`config.mk`:
```
export PLATFORM = sky130hd
export DESIGN_NAME = salc_dp
export DESIGN_NICKNAME = d
export VERILOG_FILES = /design/src/salc_pkg.sv /design/src/salc_ram.sv /design/src/salc_dp.sv
export SDC_FILE = /design/constraint.sdc
export NUM_CORES = 2
export LEC_CHECK = 0
export BUFFER_PORTS_ARGS = -buffer_cell sky130_fd_sc_hd__buf_2
export CAP_MARGIN = 20
export CORE_MARGIN = 2
export CORE_UTILIZATION = 57
export DETAILED_ROUTE_END_ITERATION = 12
export GPL_ROUTABILITY_DRIVEN = 0
export PLACE_DENSITY = 0.73
export SKIP_CTS_REPAIR_TIMING = 1
export SLEW_MARGIN = 25
export SYNTH_ARGS = -nofsm -noshare
export SYNTH_HDL_FRONTEND = slang
export SYNTH_SLANG_ARGS = --single-unit
```
`constraint.sdc`:
```
create_clock -name clock -period 7.7 [get_ports clock]
set_clock_uncertainty 0.1 [all_clocks]
set_input_delay 0 -clock clock [delete_from_list [all_inputs] [get_ports clock]]
set_output_delay 0 -clock clock [all_outputs]
set_load 0.005 [all_outputs]
```
`src/salc_pkg.sv`:
```
// Shared constants and types for the set-associative LRU cache tag block.
package salc_pkg;

   localparam int MEM_ADDR_BITS  = 20;
   localparam int SET_INDEX_BITS = 6;
   localparam int OFFSET_BITS    = 4;
   localparam int WAY_BITS       = 2;

   localparam int NUM_WAYS  = 1 << WAY_BITS;
   localparam int NUM_SETS  = 1 << SET_INDEX_BITS;
   localparam int WAY_W     = (WAY_BITS > 0) ? WAY_BITS : 1;
   localparam int SET_AW    = (SET_INDEX_BITS > 0) ? SET_INDEX_BITS : 1;
   localparam int TAG_BITS  = MEM_ADDR_BITS - SET_INDEX_BITS - OFFSET_BITS;
   localparam int TAG_W     = (TAG_BITS > 0) ? TAG_BITS : 1;
   localparam int TAG_ROW_W = NUM_WAYS * TAG_W;
   localparam int ORDER_W   = NUM_WAYS * WAY_W;

   typedef enum logic [0:0] {
      ST_IDLE,
      ST_LOOKUP
   } salc_state_type;

   typedef struct packed {
      logic capture;
      logic resolve;
   } salc_cmd_type;

endpackage

```
`src/salc_ram.sv`:
```
// Generic single-write, single-read RAM with registered read data.
module salc_ram #(
   parameter int WIDTH = 8,
   parameter int DEPTH = 64
) (
   input  logic                                     clock,
   input  logic                                     wr_en,
   input  logic [((DEPTH > 1) ? $clog2(DEPTH) : 1)-1:0] wr_addr,
   input  logic [WIDTH-1:0]                         wr_data,
   input  logic                                     rd_en,
   input  logic [((DEPTH > 1) ? $clog2(DEPTH) : 1)-1:0] rd_addr,
   output logic [WIDTH-1:0]                         rd_data
);

   logic [WIDTH-1:0] mem_ff [DEPTH];
   logic [WIDTH-1:0] rd_data_ff;

   always_ff @(posedge clock) begin
      if (wr_en) begin
         mem_ff[wr_addr] <= wr_data;
      end
      if (rd_en) begin
         rd_data_ff <= mem_ff[rd_addr];
      end
   end

   assign rd_data = rd_data_ff;

endmodule

```
`src/salc_dp.sv`:
```
// Datapath: tag, dirty and recency memories, valid bits, way choice and counters.
module salc_dp (
   input  logic                   clock,
   input  logic                   reset,
   input  salc_pkg::salc_cmd_type cmd,
   input  logic                   req_op,
   input  logic [31:0]            req_address,
   output logic                   rsp_error,
   output logic                   rsp_hit,
   output logic [1:0]             rsp_way,
   output logic                   rsp_filled_invalid,
   output logic                   rsp_wrote_back,
   output logic [31:0]            rsp_fill_count,
   output logic [31:0]            rsp_writeback_count
);

   localparam int NW = salc_pkg::NUM_WAYS;
   localparam int WW = salc_pkg::WAY_W;
   localparam int TW = salc_pkg::TAG_W;

   logic                          op_ff;
   logic [31:0]                   addr_ff;
   logic [NW-1:0]                 valid_ff [salc_pkg::NUM_SETS];
   logic [NW-1:0]                 vrow_ff;
   logic [31:0]                   fills_ff, fills_in;
   logic [31:0]                   wbacks_ff, wbacks_in;
   logic                          err_ff, hit_ff, filled_ff, wb_ff;
   logic [1:0]                    way_ff;

   logic [salc_pkg::SET_AW-1:0]   rd_set;
   logic [salc_pkg::SET_AW-1:0]   set_idx;
   logic [TW-1:0]                 tag;
   logic                          err;
   logic [salc_pkg::TAG_ROW_W-1:0] tag_row, tag_row_new;
   logic [salc_pkg::ORDER_W-1:0]  order_raw, order, order_new;
   logic [NW-1:0]                 vrow, drow, vrow_new, drow_new;
   logic                          found, have_inv, evict, wb, miss;
   logic [WW-1:0]                 hit_way, inv_way, victim, way_sel;
   logic [WW-1:0]                 pos;
   logic                          tag_we, order_we;

   assign rd_set  = salc_pkg::SET_AW'((req_address >> salc_pkg::OFFSET_BITS)
                                      & 32'(salc_pkg::NUM_SETS - 1));
   assign set_idx = salc_pkg::SET_AW'((addr_ff >> salc_pkg::OFFSET_BITS)
                                      & 32'(salc_pkg::NUM_SETS - 1));
   assign tag     = TW'(addr_ff >> (salc_pkg::SET_INDEX_BITS + salc_pkg::OFFSET_BITS));
   assign err     = (64'(addr_ff) >> salc_pkg::MEM_ADDR_BITS) != 64'd0;

   salc_ram #(
      .WIDTH(salc_pkg::TAG_ROW_W),
      .DEPTH(salc_pkg::NUM_SETS)
   ) u_tag_ram (
      .clock  (clock),
      .wr_en  (tag_we),
      .wr_addr(set_idx),
      .wr_data(tag_row_new),
      .rd_en  (cmd.capture),
      .rd_addr(rd_set),
      .rd_data(tag_row)
   );

   salc_ram #(
      .WIDTH(salc_pkg::ORDER_W),
      .DEPTH(salc_pkg::NUM_SETS)
   ) u_order_ram (
      .clock  (clock),
      .wr_en  (order_we),
      .wr_addr(set_idx),
      .wr_data(order_new),
      .rd_en  (cmd.capture),
      .rd_addr(rd_set),
      .rd_data(order_raw)
   );

   salc_ram #(
      .WIDTH(NW),
      .DEPTH(salc_pkg::NUM_SETS)
   ) u_dirty_ram (
      .clock  (clock),
      .wr_en  (order_we),
      .wr_addr(set_idx),
      .wr_data(drow_new),
      .rd_en  (cmd.capture),
      .rd_addr(rd_set),
      .rd_data(drow)
   );

   always_comb begin
      vrow = vrow_ff;

      // A set with no valid way has never been accessed, so its order row in
      // RAM was never written and the reset order applies.
      if (vrow != '0) begin
         order = order_raw;
      end else begin
         for (int p = 0; p < NW; p++) begin
            order[p*WW +: WW] = WW'(p);
         end
      end

      // Lowest matching way wins; highest invalid way is the fill candidate.
      found   = 1'b0;
      hit_way = '0;
      for (int w = NW - 1; w >= 0; w--) begin
         if (vrow[w] && (tag_row[w*TW +: TW] == tag)) begin
            found   = 1'b1;
            hit_way = WW'(w);
         end
      end
      have_inv = 1'b0;
      inv_way  = '0;
      for (int w = 0; w < NW; w++) begin
         if (!vrow[w]) begin
            have_inv = 1'b1;
            inv_way  = WW'(w);
         end
      end

      victim = order[(NW-1)*WW +: WW];
      miss   = !found;
      evict  = miss && !have_inv;
      if (found) begin
         way_sel = hit_way;
      end else if (have_inv) begin
         way_sel = inv_way;
      end else begin
         way_sel = victim;
      end
      wb = evict && drow[victim];

      // Move the used way to the front; a missing way drops the last entry.
      pos = WW'(NW - 1);
      for (int p = NW - 1; p >= 0; p--) begin
         if (order[p*WW +: WW] == way_sel) begin
            pos = WW'(p);
         end
      end
      order_new = order;
      for (int p = 1; p < NW; p++) begin
         if (WW'(p) <= pos) begin
            order_new[p*WW +: WW] = order[(p-1)*WW +: WW];
         end
      end
      order_new[WW-1:0] = way_sel;

      tag_row_new = tag_row;
      tag_row_new[way_sel*TW +: TW] = tag;

      // A freshly filled line starts clean unless this access writes it.
      vrow_new = vrow;
      vrow_new[way_sel] = 1'b1;
      drow_new = drow;
      drow_new[way_sel] = op_ff || (found && drow[way_sel]);

      tag_we    = cmd.resolve && !err && miss;
      order_we  = cmd.resolve && !err;
      fills_in  = fills_ff + 32'(miss);
      wbacks_in = wbacks_ff + 32'(wb);
   end

   always_ff @(posedge clock) begin
      if (reset) begin
         for (int s = 0; s < salc_pkg::NUM_SETS; s++) begin
            valid_ff[s] <= '0;
         end
         fills_ff  <= '0;
         wbacks_ff <= '0;
      end else if (order_we) begin
         valid_ff[set_idx] <= vrow_new;
         fills_ff          <= fills_in;
         wbacks_ff         <= wbacks_in;
      end
   end

   always_ff @(posedge clock) begin
      if (cmd.capture) begin
         op_ff   <= req_op;
         addr_ff <= req_address;
         vrow_ff <= valid_ff[rd_set];
      end
      if (cmd.resolve) begin
         err_ff    <= err;
         hit_ff    <= !err && found;
         way_ff    <= err ? 2'd0 : 2'(way_sel);
         filled_ff <= !err && miss && have_inv;
         wb_ff     <= !err && wb;
      end
   end

   assign rsp_error           = err_ff;
   assign rsp_hit             = hit_ff;
   assign rsp_way             = way_ff;
   assign rsp_filled_invalid  = filled_ff;
   assign rsp_wrote_back      = wb_ff;
   assign rsp_fill_count      = fills_ff;
   assign rsp_writeback_count = wbacks_ff;

endmodule

```
==> flow_metrics.py <==
metrics = {
    "layout": {
        "area_growth_syn_to_layout_pct": 12.8,
        "drive_above_1_share": 0.313,
        "nets": 6858,
    },
    "clock_network": {
        "clkSlewWorstSetupHoldPaths_ns": 0.06,
        "cts_root_buf": "clkbuf_16",
        "clock_sinks": 3739,
        "numCtsBuffers": 376,
        "clock_latency_ns": 1.01,
        "cts_max_path_buffers": 4,
        "cts.htree.levels": 5,
        "cts_tree": "built",
    },
    "setup_path": {
        "worstPathCellList": "xnor2_2 > nand4_1 > o31ai_1 > nor3b_2 > nor2_4 > inv_2 > ha_1 > nand3_1 > o32ai_4 > buf_4",
        "worstPathMaxFanout": 64,
        "crit_arrival_ns": 6.42,
        "crit_buf_inv": 2,
        "worst_setup_path_start_kind": "flop",
        "cpMaxStageDelayCell": "nand3_1",
        "endpoint_kind": "flop",
        "critPathRequiredTime_ns": 8.28,
        "crit_type": "reg2reg",
        "slowest_delay_ns": 0.92,
        "cpLargestDelayFamily": "simple AND/OR/NAND/NOR gates",
    },
    "drt": {
        "drcViolationCount": 0,
        "num_vias": 72400,
        "drt_iter0_drc": 10900,
        "ant_nets": 0,
        "viasPerCell": 6.91,
        "drt_wl_total_um": 381000,
        "routedWlPerCell_um": 36.4,
        "drt_pre_antenna_iters": 7,
    },
    "yosys": {
        "synth_top_area_frac": 0.757,
        "synth_edf_count": 3675,
        "ys_types": 67,
        "synth_ff_type": "edfxtp_1",
        "syn_nets": 6467,
        "ys_async_sr_fraction": 0,
        "synth_area_um2": 146000,
        "syn_inst": 6418,
        "yosys_warnings": 0,
        "synth_seq_cells": 3739,
        "synth_top_area_cell": "edfxtp_1",
        "avgSynthCellArea_um2": 22.7,
        "synth_seq_area_share": 0.766,
        "synthTopCellsByArea": "edfxtp_1, mux4_2, nor2_1, dfxtp_1, clkbuf_1",
    },
    "sta": {
        "hold_violations": 0,
        "tightest_slew_ns": 1.16,
        "post-route-min-period_ns": 5.84,
        "rsz0062_at_grt": "no",
        "relSlewSlack": 0.227,
        "timing.final.max_slew_violations": 0,
        "finalCritPeriodShare": 0.759,
        "timing.hold.ws_ns": 0.0166,
        "max_freq_mhz": 171,
        "finalSetupViolations": 0,
        "setup_tns_ns": 0,
    },
    "floorplanning": {
        "start_util": 0.573,
        "die_h_um": 510,
        "die-area_um2": 260000,
        "io_pins": 107,
        "fp.dieW_um": 510,
        "core_area_um2": 254000,
        "rows": 185,
    },
    "global_routing": {
        "grt_start_max_net_pins": 151,
        "grt_pass1_vias": 71400,
        "antenna_found_initial": 11,
        "grt.overflow.total": 0,
        "grt_use_total": 0.293,
        "grt_pass1_wl_um": 532000,
    },
    "job": {
        "drv_cap": 0,
    },
    "hold_path": {
        "min_path_type": "in2reg",
    },
    "power_and_ir_drop": {
        "power_density_nw_per_um2": 266,
        "p_leak_nw": 51.8,
        "irDropWorstVdd_mv": 0.346,
    },
    "place": {
        "port_buffers": 102,
        "hpwl_um": 197000,
    },
    "outcome": {
        "outcome": "finished, final reports clean",
    },
}
metrics by stage:
stage / instance area (µm²) / cells / setup slack (ns) / utilization / power, mW
6_report: 164000 / 10500 / 1.86 / 0.647 / 43.7
5_1_grt: 164000 / 10500 / 1.53 / 0.647 / 44.8
4_1_cts: 164000 / 10400 / 1.97 / 0.643 / 43.8
3_5_place_dp: 152000 / 9733 / 1.97 / 0.598 / 26.7
3_3_place_gp: 152000 / 9728 / 1.76 / 0.598 / 26.6
2_1_floorplan: 146000 / 6418 / 0.814 / - / 25.6
per-layer routing:
layer,wire length (µm),share of wire,global-route usage
met1,135000,0.35,0.397
met2,188000,0.49,0.471
met3,40900,0.11,0.0598
met4,17200,0.045,0.120
met5,92,0.00024,0
synth_stat cells, types with 15 or more instances:
library cell and n:
o21ai_0 28, mux2i_1 17, buf_2 59, nor2_1 413, and3_1 15, or2_2 57
nand2_1 73, edfxtp_1 3675, nand3_1 47, buf_1 57, nor3_1 65, nand4_1 35
a21oi_1 22, xor2_1 31, dfxtp_1 64, clkbuf_1 254, xnor2_1 55, mux4_2 1174
or3_1 59, nand2b_1 29, inv_1 45
state kept, by name, summed over array words and instances, names as in the netlist, 8 cells and up:
register and cells:
u_order_ram.mem_ff 512, u_tag_ram.rd_data 40, valid_ff 256, u_order_ram.rd_data 8, u_tag_ram.mem_ff 2560, rsp_writeback_count 32
rsp_fill_count 32, u_dirty_ram.mem_ff 256, addr_ff 28
cells in the final DEF, fill, tap and decap left out, types with 17 or more instances in the layout:
cell	Yosys	final
o21ai_0	28	23
buf_2	59	94
nor3_1	65	17
xnor2_1	55	55
a21oi_1	22	17
dlygate4sd3_1	0	54
nand2b_1	29	29
clkbuf_16	0	381
clkinv_1	1	91
mux4_2	1174	1174
nor3_2	0	48
buf_4	1	191
buf_12	0	26
or3_1	59	59
dfxtp_1	64	64
nor2_4	1	25
inv_1	45	44
nand4_1	35	35
nor2_1	413	373
clkinv_2	0	72
xor2_1	31	31
bufinv_16	0	25
nand2_1	73	72
nand3_1	47	47
or2_2	57	57
clkbuf_1	254	75
edfxtp_1	3675	3675
report_power, final:
part / internal [mW] / total [mW] / switching [mW]
Clock: 9.87 / 17.4 / 7.51
Sequential: 23.3 / 23.4 / 0.0819
Combinational: 0.988 / 3.00 / 2.01
Total: 34.1 / 43.7 / 9.61
final timing paths:
| check | startpoint | endpoint | slack [ns] | depth (start not counted) |
|---|---|---|---|---|
| min | req_address[5] | addr_ff[5]$_DFFE_PP_ | 0.02 | 2 |
| min reg2reg | rsp_fill_count[0]$_SDFFE_PP0P_ | rsp_fill_count[0]$_SDFFE_PP0P_ | 0.37 | 2 |
| max | addr_ff[19]$_DFFE_PP_ | u_tag_ram.mem_ff[48][37]$_DFFE_PP_ | 1.86 | 10 |
| max reg2reg | addr_ff[19]$_DFFE_PP_ | u_tag_ram.mem_ff[48][37]$_DFFE_PP_ | 1.86 | 10 |
cells by family after synthesis:
group / after synthesis / synth area share
flops: 3739 / 0.766
compound gates: 117 / 0.00553
xor+xnor: 88 / 0.00539
buf+inv: 421 / 0.0115
simple gates: 843 / 0.0275
mux: 1198 / 0.183
fa+ha+maj: 12 / 0.00103
worst register-to-register path, delay by kind of cell, from the launching register on:
kind	cells	cell delay, ns
AO/OA/AOI/OAI	2	0.89
XOR/XNOR	1	0.17
adder cells (fa/ha/maj)	1	0.86
buffers and inverters	2	0.92
flip-flops	1	0.78
AND/OR/NAND/NOR	4	1.80
area by class of cell:
| class | count | area [µm²] |
|---|---|---|
| clock inverter | 209 | 1670 |
| inverter | 47 | 176 |
| multi-input combinational | 2258 | 33500 |
| timing repair buffer | 387 | 3370 |
| sequential | 3739 | 112000 |
| tap | 3366 | 4210 |
| antenna | 8 | 20.0 |
| fill | 15900 | 89700 |
| clock buffer | 456 | 9820 |
Note: power is estimated with default switching activity, not from simulation.
